## src/rtl/core/cie94_sqrt_cell.sv

```systemverilog
// ----------------------------------------------------------------------------
// cie94_sqrt_cell
// One digit of a restoring square root; registers the partial result.
// ----------------------------------------------------------------------------
module cie94_sqrt_cell #(
	parameter int RW = 16,
	parameter int SW = 1
) (
	input  logic            clk,
	input  logic            arst_n,
	input  logic            en,
	input  logic            vld_i,
	input  logic [2*RW-1:0] rad_i,
	input  logic [RW+1:0]   rem_i,
	input  logic [RW-1:0]   root_i,
	input  logic [SW-1:0]   side_i,
	output logic            vld_o,
	output logic [2*RW-1:0] rad_o,
	output logic [RW+1:0]   rem_o,
	output logic [RW-1:0]   root_o,
	output logic [SW-1:0]   side_o
);
	logic [RW+3:0] cur;
	logic [RW+3:0] trial;
	logic [RW+3:0] diff;
	logic          ge;

	always_comb begin
		cur   = {rem_i, rad_i[2*RW-1 -: 2]};
		trial = {2'b00, root_i, 2'b01};
		diff  = cur - trial;
		ge    = (cur >= trial);
	end

	always_ff @(posedge clk or negedge arst_n) begin
		if (!arst_n) begin
			vld_o <= 1'b0;
		end else if (en) begin
			vld_o <= vld_i;
		end
	end

	always_ff @(posedge clk) begin
		if (en) begin
			rad_o  <= rad_i << 2;
			rem_o  <= ge ? diff[RW+1:0] : cur[RW+1:0];
			root_o <= {root_i[RW-2:0], ge};
			side_o <= side_i;
		end
	end
endmodule

```

## src/rtl/core/cie94_sqrt_chain.sv

```systemverilog
// ----------------------------------------------------------------------------
// cie94_sqrt_chain
// Row of square root cells, one result bit per cell, floor root.
// ----------------------------------------------------------------------------
module cie94_sqrt_chain #(
	parameter int RW = 16,
	parameter int SW = 1
) (
	input  logic            clk,
	input  logic            arst_n,
	input  logic            en,
	input  logic            vld_i,
	input  logic [2*RW-1:0] rad_i,
	input  logic [SW-1:0]   side_i,
	output logic            vld_o,
	output logic [RW-1:0]   root_o,
	output logic [SW-1:0]   side_o
);
	logic            vld  [0:RW];
	logic [2*RW-1:0] rad  [0:RW];
	logic [RW+1:0]   rem  [0:RW];
	logic [RW-1:0]   root [0:RW];
	logic [SW-1:0]   side [0:RW];

	assign vld[0]  = vld_i;
	assign rad[0]  = rad_i;
	assign rem[0]  = '0;
	assign root[0] = '0;
	assign side[0] = side_i;

	for (genvar i = 0; i < RW; i++) begin : g_cell
		cie94_sqrt_cell #(.RW(RW), .SW(SW)) u_cell (
			.clk    (clk),
			.arst_n (arst_n),
			.en     (en),
			.vld_i  (vld[i]),
			.rad_i  (rad[i]),
			.rem_i  (rem[i]),
			.root_i (root[i]),
			.side_i (side[i]),
			.vld_o  (vld[i+1]),
			.rad_o  (rad[i+1]),
			.rem_o  (rem[i+1]),
			.root_o (root[i+1]),
			.side_o (side[i+1])
		);
	end

	assign vld_o  = vld[RW];
	assign root_o = root[RW];
	assign side_o = side[RW];
endmodule

```

## config.mk

```make
export PLATFORM = sky130hd
export DESIGN_NAME = cie94_sqrt_chain
export DESIGN_NICKNAME = d
export VERILOG_FILES = /design/src/rtl/core/cie94_sqrt_cell.sv /design/src/rtl/core/cie94_sqrt_chain.sv
export SDC_FILE = /design/constraint.sdc
export NUM_CORES = 1
export LEC_CHECK = 0
export BUFFER_PORTS_ARGS = -buffer_cell sky130_fd_sc_hd__clkbuf_2
export CAP_MARGIN = 30
export CORE_MARGIN = 2
export CORE_UTILIZATION = 47
export DETAILED_ROUTE_END_ITERATION = 8
export GPL_TIMING_DRIVEN = 0
export MAX_ROUTING_LAYER = met4
export SKIP_LAST_GASP = 1
export SLEW_MARGIN = 20
export SYNTH_ARGS = -nofsm -noshare
export SYNTH_HDL_FRONTEND = slang
export SYNTH_SLANG_ARGS = --single-unit
```

## constraint.sdc

```tcl
create_clock -name clk -period 7.7 [get_ports clk]
set_clock_uncertainty 0.15 [all_clocks]
set_input_delay 1.54 -clock clk [delete_from_list [all_inputs] [get_ports clk]]
set_output_delay 1.54 -clock clk [all_outputs]
set_load 0.02 [all_outputs]
```

==> out/results.txt, run 1 <==
RSZ-0062 raised after global routing - no
CP Cell Sequence - ha_1, clkbuf_1, nand4_1, nor4_1, o41ai_1, and3b_1, buf_2, inv_1, buf_2, mux2_2
Fin crit period - 3.87 ns
Hold Crit Depth - 0
CTS hold repair buffers - 0
Worst R2R Start - g_cell[11].u_cell.rem_o[9]
EDFF count, synth - 642
Synth unique cells - 83
Detailed-route via count - 17841
Fmax achieved - 259 MHz
Initial antenna violation count - 0
Pwr dens - 273 nW/µm²
Slowest cell on the critical path - nor4_1
Iteration-0 DRC Markers - 1282
HP Start - g_cell[6].u_cell.rad_o[29]
# clock sinks - 658
Leak Pwr - 0.0131 µW
Worst r2r path cells - 10
WL per Instance - 16.7 µm
First-pass GRT wire length - 90000 µm
H-tree levels - 3
Clk pin slew, worst setup/hold paths - 0.06 ns
Register area share after synthesis - 64.6%
Max VDD drop - 0.200 mV
Mapped Cells - 2272
CTS-repair resized insts - 0
CTS tree - yes
Chip Height - 259 µm
Cell Count, Final, Fillers Out - 3317
Final Cycle Share - 50.2%
DIE AREA - 66800 µm²
Worst Tran Pin Value - 0.935 ns
Root Driver - clkbuf_16
Status - completed
GPL Wtd Cong - 0.935
Crit. Startpoint - g_cell[11].u_cell.rem_o[9]
Diode count - 0
Final ANT Viol Nets - 0
Yosys reg bits - 658
Die Wd - 259 µm
Critical path's most frequent cell - buf_2
Slowest stage delay, CP - 0.74 ns
GRT Util Overall - 17.1%
Fill cells - 5401
Placement Rows - 93
Number of global-route vias before repair - 17692
Fin. Hold Viols - 0
Max cap viols - 0
DR pass1 iterations - 6
Critical Path Sink Type - register
Sum Neg Setup Slack - 0 ns
Worst EP required - 7.90 ns
Clock latency on the worst-skew pair - 0.64 ns
Core Area - 64200 µm²
TritonCTS buffer count - 73
Critical Path AT - 4.07 ns
Max-Slew Margin vs Limit - 36.9%
Commonest non-fill, non-tap cells in the layout - edfxtp_1 (642), inv_1 (189), ha_1 (153)
Worst Hold Path EP - g_cell[7].u_cell.rad_o[31]
Io pins - 55
Synthesized net count - 2462
# setup viols final - 0
DRC - 0
Clock Tree Buf Depth - 3
Post-DP HPWL - 39800 µm
Nets - 2598
Crit path kind - reg -> reg
Routed vias/inst - 5.38
Post-Route WL - 55300 µm
Final Slew Violations - 0
Number of buffers added for setup after CTS - 0
Grt ovf - 0
Yosys Warn Count - 0
Reg2reg end - g_cell[12].u_cell.rem_o[9]
Avg Cell Area, Syn - 13.4 µm²
Most common cell after layout, fill and taps aside - edfxtp_1
Worst hold margin - 0.257 ns
Synth Cell Area - 30400 µm²
Layout Utilization - 53.6%
Worst Path Max Fanout - 10
Inst Count DP - 3188
Ys flop type - edfxtp_1
Setup crit start kind - register
Starting Density - 47.4%
Pin count of the biggest net entering global routing - 94
Area grow syn2layout - 13.0%
Fraction of registers with async set/reset - 2.43%
Hold WC Path Type - reg -> reg
Share of cells above drive strength 1 - 11.4%
Port bufs - 54
Worst reg2reg setup slack - 3.83 ns
-- final cells by class --
class                      count  area [µm²]  share of cell area, %
inverter                     190         713                   2.07
multi-input combinational   1377        9840                   28.6
clock buffer                  92        1950                   5.66
clock inverter                37         474                   1.38
buffer                        47         219                  0.636
sequential                   658       19700                   57.2
timing repair buffer          61         472                   1.37
tap                          855        1070                   3.11
-- cells in the mapped netlist (all sizes together), types with 9 or more instances --
| library cell | n | share of area, % |
|---|---|---|
| ha | 153 | 6.3 |
| buf | 21 | 0.39 |
| o211ai | 9 | 0.22 |
| nor4 | 39 | 0.86 |
| mux2 | 59 | 2.2 |
| o21ai | 97 | 1.6 |
| o31ai | 14 | 0.36 |
| or3 | 26 | 0.55 |
| edfxtp | 642 | 63 |
| a21o | 28 | 0.69 |
| a2111oi | 16 | 0.48 |
| nor2b | 21 | 0.43 |
| dfrtp | 16 | 1.3 |
| o21bai | 11 | 0.27 |
| a211oi | 23 | 0.61 |
| xor2 | 87 | 2.5 |
| o21a | 34 | 0.84 |
| nand2b | 21 | 0.43 |
| inv | 190 | 2.3 |
| a31oi | 14 | 0.29 |
| and3 | 9 | 0.18 |
| clkbuf | 26 | 0.33 |
| nand2 | 114 | 1.4 |
| nand3 | 36 | 0.59 |
| or4 | 11 | 0.29 |
| nor3 | 62 | 1.1 |
| a21oi | 117 | 1.9 |
| nand4 | 27 | 0.55 |
| or2 | 10 | 0.21 |
| xnor2 | 90 | 2.6 |
| nor2 | 141 | 1.7 |
-- state kept, by name, summed over array words and instances (netlist names) --
name,flops
g_cell.u_cell.rad_o,240
g_cell.u_cell.root_o,136
g_cell.u_cell.vld_o,16
g_cell.u_cell.rem_o,250
g_cell.u_cell.side_o,16
-- routing by layer --
layer / track usage, % / vias to the layer above / share of wire (%)
met5: - / - / 0
met4: 5.35 / 0 / 2.3
met3: 3.40 / 107 / 5.2
met2: 26.5 / 388 / 46
met1: 22.9 / 8566 / 46
li1: - / 8780 / -
-- cell families after synthesis --
| kind of cell | share of synthesized area [%] |
|---|---|
| other | 0.0123 |
| buffers and inverters | 3.06 |
| AO/OA/AOI/OAI | 8.96 |
| multiplexers | 2.44 |
| XOR/XNOR | 5.09 |
| AND/OR/NAND/NOR | 9.52 |
| flip-flops | 64.6 |
| adder cells (fa/ha/maj) | 6.29 |
-- critical path: cells and delay by family, from the launching register on --
family                   cells  cell delay, ns
flip-flops                   1            0.41
AO/OA/AOI/OAI                1            0.37
buffers and inverters        4            0.81
AND/OR/NAND/NOR              3            1.19
multiplexers                 1            0.37
adder cells (fa/ha/maj)      1            0.29
-- power by group --
part / switching (µW) / internal (µW)
logic: 754 / 583
registers: 220 / 4420
clock network: 1430 / 2000
-- worst max path at each step --
stage | to | slack [ns] | depth (start not counted)
floorplan | g_cell[10].u_cell.rem_o[10] | 4.89 | 8
global route | g_cell[12].u_cell.rem_o[9] | 3.73 | 11
CTS | g_cell[12].u_cell.rem_o[9] | 4.05 | 10
detailed placement | g_cell[0].u_cell.vld_o | 3.78 | 5
finish | g_cell[12].u_cell.rem_o[9] | 3.83 | 10
global placement | g_cell[2].u_cell.vld_o | -6.05 | 4
-- per-stage QoR --
stage | setup slack [ns] | area, µm² | total power, µW
6_report | 3.83 | 34400 | 9410
4_1_cts | 4.05 | 34400 | 9530
3_5_place_dp | 3.78 | 32000 | 6040
5_1_grt | 3.73 | 34400 | 9870
3_3_place_gp | -6.05 | 31800 | 6070
2_1_floorplan | 4.89 | 30400 | 5610
Note: power is estimated with default switching activity, not from simulation.
==> run 2, diff against run 1 <==
==> constraint.sdc (replaced) <==
create_clock -name clk -period 4.05 [get_ports clk]
set_clock_uncertainty 0.15 [all_clocks]
set_input_delay 0.81 -clock clk [delete_from_list [all_inputs] [get_ports clk]]
set_output_delay 0.81 -clock clk [all_outputs]
set_load 0.02 [all_outputs]
==> out/results.txt, run 2 (synthesis results as in run 1) <==
Setup crit start kind - register
Hold WC Path Type - in -> reg
Final WS setup - 0.364 ns (-3.47 ns)
Largest registers - g_cell.u_cell.rem_o x250, g_cell.u_cell.rad_o x240, g_cell.u_cell.root_o x136
Max cap viols - 0 (unchanged)
Most common cell after layout, fill and taps aside - edfxtp_1
RSZ-0062 raised after global routing - no
Chip Height - 259 µm (unchanged)
DIE AREA - 66800 µm² (unchanged)
Final Slew Violations - 0 (unchanged)
Pwr dens - 520 nW/µm² (+90%)
Status - completed
Worst hold margin - 0.194 ns (-0.0632 ns)
Final ANT Viol Nets - 0 (unchanged)
Worst Tran Pin Value - 0.935 ns (+0.00000203 ns)
CP Cell Sequence - ha_1, clkbuf_1, nand4_1, nor4_1, o41ai_1, and3b_1, buf_2, inv_1, buf_2, mux2_2
Fmax achieved - 271 MHz (+4.9%)
Pre-CTS WS - 0.447 ns (-3.34 ns)
Area grow syn2layout - 13.1% (about the same)
Initial antenna violation count - 0 (unchanged)
GRT Util Overall - 17.1% (unchanged)
Sum Neg Setup Slack - 0 ns (unchanged)
Grt ovf - 0 (unchanged)
Slowest stage delay, CP - 0.61 ns (-0.13 ns)
Placement Rows - 93 (unchanged)
Diode count - 0 (unchanged)
First-pass GRT wire length - 90000 µm (unchanged)
H-tree levels - 3 (unchanged)
Clock Tree Buf Depth - 3 (unchanged)
Slowest cell on the critical path - nor4_1
GPL Wtd Cong - 0.935 (unchanged)
Iteration-0 DRC Markers - 1343 (+4.8%)
Max-Slew Margin vs Limit - 36.9% (about the same)
Pin count of the biggest net entering global routing - 94 (unchanged)
Critical Path AT - 3.89 ns (-0.18 ns)
Post-DP HPWL - 39800 µm (unchanged)
Commonest non-fill, non-tap cells in the layout - edfxtp_1 (642), inv_1 (189), ha_1 (153)
Worst reg2reg setup slack - 0.36 ns (-3.47 ns)
Nets - 2599 (+0.038%)
Post-Route WL - 55300 µm (about the same)
Max FFs per register - 250 (unchanged)
Largest register by flop count - g_cell.u_cell.rem_o
Reg2reg end - g_cell[12].u_cell.rem_o[9]
Number of global-route vias before repair - 17692 (unchanged)
Routed vias/inst - 5.38 (about the same)
Critical Path Sink Type - register
CTS tree - yes
Layout Utilization - 53.6% (about the same)
Die Wd - 259 µm (unchanged)
WL per Instance - 16.7 µm (about the same)
Worst R2R Start - g_cell[11].u_cell.rem_o[9]
HP Start - rad_i[21]
Worst Hold Path EP - g_cell[0].u_cell.rad_o[23]
Worst r2r path cells - 10 (unchanged)
# setup viols final - 0 (unchanged)
Core Area - 64200 µm² (unchanged)
Fin. Hold Viols - 0 (unchanged)
Starting Density - 47.4% (unchanged)
Hold Crit Depth - 1 (+1)
Leak Pwr - 0.0131 µW (about the same)
Detailed-route via count - 17848 (+0.039%)
Worst Path Max Fanout - 10 (unchanged)
Crit path kind - reg -> reg
Worst EP required - 4.25 ns (-3.65 ns)
Final Cycle Share - 91.0% (+41 points)
# clock sinks - 658 (unchanged)
Share of cells above drive strength 1 - 11.4% (about the same)
Max VDD drop - 0.362 mV (+81%)
Io pins - 55 (unchanged)
Root Driver - clkbuf_16
CTS-repair resized insts - 0 (unchanged)
TritonCTS buffer count - 73 (unchanged)
Port bufs - 54 (unchanged)
Clock latency on the worst-skew pair - 0.64 ns (about the same)
Clk pin slew, worst setup/hold paths - 0.06 ns (about the same)
DR pass1 iterations - 6 (unchanged)
Critical path's most frequent cell - buf_2
Fin crit period - 3.69 ns (-0.180 ns)
DRC - 0 (unchanged)
[run 2: how the worst max path moves through the flow]
stage | startpoint | endpoint | slack [ns]
detailed placement | g_cell[11].u_cell.rem_o[9] | g_cell[12].u_cell.rem_o[9] | 0.45
floorplan | g_cell[9].u_cell.rem_o[7] | g_cell[10].u_cell.rem_o[10] | 1.24
finish | g_cell[11].u_cell.rem_o[9] | g_cell[12].u_cell.rem_o[9] | 0.36
CTS | g_cell[11].u_cell.rem_o[9] | g_cell[12].u_cell.rem_o[9] | 0.40
global route | g_cell[11].u_cell.root_o[8] | g_cell[12].u_cell.rem_o[9] | 0.08
global placement | en | g_cell[2].u_cell.vld_o | -8.97
[run 2: repair_timing]
item / in CTS / in global routing
hold endpoints to repair: 16 / 0
hold buffers: 1 / 0
buffers inserted: 0 / 0
[run 2: per-layer routing]
layer	share of wire [%]	vias to the layer above	wire (µm)	global-route usage [%]
li1	-	8779	-	-
met1	46	8577	25600	22.9
met2	46	384	25500	26.5
met3	5.2	108	2900	3.40
met4	2.3	0	1280	5.35
met5	0	-	0	-
[run 2: cell type report]
cell class,instances,area (µm²)
plain buffers,47,219
clock buffers,92,1950
clock inverters,37,474
fillers,5399,29800
inverters,190,713
multi-input cells,1377,9840
flip-flops and latches,658,19700
well taps,855,1070
repair buffers,62,482
[run 2: through the flow]
step	power (µW)	cell area, µm²	instances
after floorplan	10700	30400	2272
after global placement	11500	31800	3181
after detailed placement	11500	32000	3188
after CTS	18100	34400	3318
after global routing	18800	34400	3318
final	17900	34400	3318
[run 2: worst max-delay path, delay by kind of cell, from the launching register on]
kind	cells	cell delay [ns]
AOI/OAI and AO/OA	1	0.32
adders and majority gates	1	0.29
buffers and inverters	4	0.82
DFF	1	0.41
muxes	1	0.37
and+or+nand+nor	3	1.04
[run 2: power by group]
group          internal, µW  switching (µW)  leakage, µW
logic                  1110            1440      0.00559
registers              8400             418      0.00634
clock network          3800            2730      0.00116
==> run 3, diff against run 2 <==
--- a/config.mk
+++ b/config.mk
@@ -16,4 +16,5 @@
 export SLEW_MARGIN = 20
 export SYNTH_ARGS = -nofsm -noshare
 export SYNTH_HDL_FRONTEND = slang
+export SYNTH_HIERARCHICAL = 1
 export SYNTH_SLANG_ARGS = --single-unit
==> constraint.sdc (replaced) <==
create_clock -name clk -period 3.7 [get_ports clk]
set_clock_uncertainty 0.15 [all_clocks]
set_input_delay 0.74 -clock clk [delete_from_list [all_inputs] [get_ports clk]]
set_output_delay 0.74 -clock clk [all_outputs]
set_load 0.02 [all_outputs]
==> out/results.txt, run 3 <==
CTS-repair resized insts - 0 (unchanged)
CTS tree - yes
Iteration-0 DRC Markers - 1680 (+25%)
Clock Tree Buf Depth - 3 (unchanged)
Chip Height - 305 µm (+18%)
TritonCTS buffer count - 90 (+23%)
Max FFs per register - 270 (+8.0%)
Number of buffers added for setup after CTS - 0 (unchanged)
Pwr Total - 39600 µW (+120%)
Diode count - 0 (unchanged)
Post-DP HPWL - 58900 µm (+48%)
WL met1 - 40100 µm (+57%)
Fill cells - 7653 (+42%)
First-pass GRT wire length - 131000 µm (+46%)
Crit path kind - reg -> reg
Critical Path AT - 3.40 ns (-0.49 ns)
Root Driver - clkbuf_16
RSZ-0062 raised after global routing - no
Max cap viols - 0 (unchanged)
Clk pin slew, worst setup/hold paths - 0.06 ns (about the same)
GRT Util Overall - 18.0% (+0.84 points)
DIE AREA - 92900 µm² (+39%)
Initial antenna violation count - 0 (unchanged)
Worst Hold Path EP - g_cell[0].u_cell/rad_o[14]
Area grow syn2layout - 12.6%
Routed wl met2 - 35500 µm (+39%)
Status - completed
Placement Rows - 110 (+18%)
Cell Count, Final, Fillers Out - 4805 (+45%)
Pwr dens - 827 nW/µm² (+59%)
Fin. Hold Viols - 0 (unchanged)
# clock sinks - 798 (+21%)
Setup crit start kind - register
Detailed-route via count - 25549 (+43%)
GPL Wtd Cong - 0.876 (-6.3%)
Avg Cell Area, Syn - 12.8 µm² (-4.7%)
P_sw - 13700 µW (+200%)
Worst reg2reg setup slack - 0.56 ns (+0.19 ns)
Highest routed layer - met4
Pin count of the biggest net entering global routing - 101 (+7.4%)
Worst r2r path cells - 5 (-5)
Post-Route WL - 80900 µm (+46%)
Final ANT Viol Nets - 0 (unchanged)
H-tree levels - 3 (unchanged)
Max VDD drop - 0.459 mV (+27%)
Final WS setup - 0.557 ns (+0.193 ns)
Port bufs - 54 (unchanged)
Routed vias/inst - 5.32 (-1.2%)
Pre-CTS WS - 0.528 ns (+0.0818 ns)
Io pins - 55 (unchanged)
Grt ovf - 0 (unchanged)
Most common cell after layout, fill and taps aside - edfxtp_1
Switching Fraction - 34.6% (+8.9 points)
# setup viols final - 0 (unchanged)
Clk network pwr share - 23.2% (-13 points)
Max-Slew Margin vs Limit - 35.5% (-1.4 points)
Largest register by flop count - g_cell.u_cell/rem_o
Hold WC Path Type - in -> reg
Fmax achieved - 318 MHz (+17%)
Worst Tran Pin Value - 0.965 ns (+0.0299 ns)
Worst R2R Start - g_cell[2].u_cell/rem_o[15]
Worst EP required - 3.95 ns (-0.30 ns)
Yosys Warn Count - 6 (+6)
WL per Instance - 16.8 µm (+1.0%)
Synth Cell Area - 42500 µm² (+40%)
Largest registers - g_cell.u_cell/rem_o x270, g_cell.u_cell/root_o x256, g_cell.u_cell/rad_o x240
Reg power frac - 35.2% (-14 points)
Commonest non-fill, non-tap cells in the layout - edfxtp_1 (782), inv_1 (318), ha_1 (288)
Leak Pwr - 0.0188 µW (+44%)
Fin crit period - 3.14 ns (-0.543 ns)
Die Wd - 305 µm (+18%)
Met3 wire len - 3490 µm (+20%)
Mapped Cells - 3331 (+47%)
Final Cycle Share - 84.9% (-6.1 points)
DRC - 0 (unchanged)
Starting Density - 47.3% (-0.087 points)
Critical Path Sink Type - register
DR pass1 iterations - 5 (-1)
CTS hold repair buffers - 1 (unchanged)
HP Start - rad_i[12]
Combinational Power Share - 41.6% (+27 points)
Worst Path Max Fanout - 10 (unchanged)
Share of cells above drive strength 1 - 15.5% (+4.1 points)
Inst Count DP - 4634 (+45%)
Internal power - 25900 µW (+95%)
Core Area - 89900 µm² (+40%)
Hold Crit Depth - 1 (unchanged)
Clock latency on the worst-skew pair - 0.66 ns (+0.02 ns)
Nets - 3876 (+49%)
Final Slew Violations - 0 (unchanged)
Reg2reg end - g_cell[3].u_cell/rem_o[14]
Number of global-route vias before repair - 24576 (+39%)
-- run 3: how the worst max path moves through the flow --
stage	startpoint	end	cells after the start
6_report	g_cell[2].u_cell/rem_o[15]	g_cell[3].u_cell/rem_o[14]	5
5_1_grt	g_cell[3].u_cell/rem_o[15]	g_cell[4].u_cell/rem_o[14]	5
4_1_cts	g_cell[2].u_cell/rem_o[15]	g_cell[3].u_cell/rem_o[14]	5
3_5_place_dp	g_cell[2].u_cell/rem_o[15]	g_cell[3].u_cell/rem_o[14]	5
3_3_place_gp	en	g_cell[13].u_cell/vld_o	2
2_1_floorplan	rad_i[30]	g_cell[0].u_cell/rem_o[14]	10
-- run 3: cell type report --
type	instances	area, µm²	area share (%)
timing repair buffer	64	537	1.12
sequential	798	23900	49.9
tap	1176	1470	3.07
clock inverter	65	767	1.60
buffer	64	400	0.836
multi-input combinational	2215	17300	36.1
inverter	318	1190	2.49
clock buffer	105	2350	4.90
-- run 3: worst max-delay path: stages, from the launching register on --
cell and delay [ns]:
edfxtp_1 0.44, ha_1 0.41, a2111oi_1 0.92, o211ai_4 0.34, buf_6 0.28, mux2_1 0.34
-- run 3: metrics by stage --
| step | utilization [%] | setup TNS, ns | area, µm² | hold WS, ns |
|---|---|---|---|---|
| 2_1_floorplan | - | 0 | 42800 | 0.250 |
| 3_3_place_gp | 49.5 | -9455.94 | 44500 | 0.250 |
| 3_5_place_dp | 49.8 | 0 | 44800 | 0.255 |
| 4_1_cts | 53.3 | 0 | 47900 | 0.0483 |
| 5_1_grt | 53.3 | 0 | 47900 | 0.0628 |
| 6_report | 53.3 | 0 | 47900 | 0.104 |
-- run 3: per-layer routing --
metal,GRT usage [%],vias up
met5,-,-
met4,5.32,0
met3,2.56,128
met2,26.6,458
met1,25.8,12098
li1,-,12865
-- run 3: power by group through the flow --
stage | sequential (µW) | clock (µW) | combinational [µW]
floorplan | 13600 | 0 | 13000
global placement | 14400 | 0 | 16100
detailed placement | 14200 | 0 | 16200
CTS | 14000 | 9490 | 16400
global route | 14200 | 9840 | 18300
finish | 13900 | 9200 | 16500
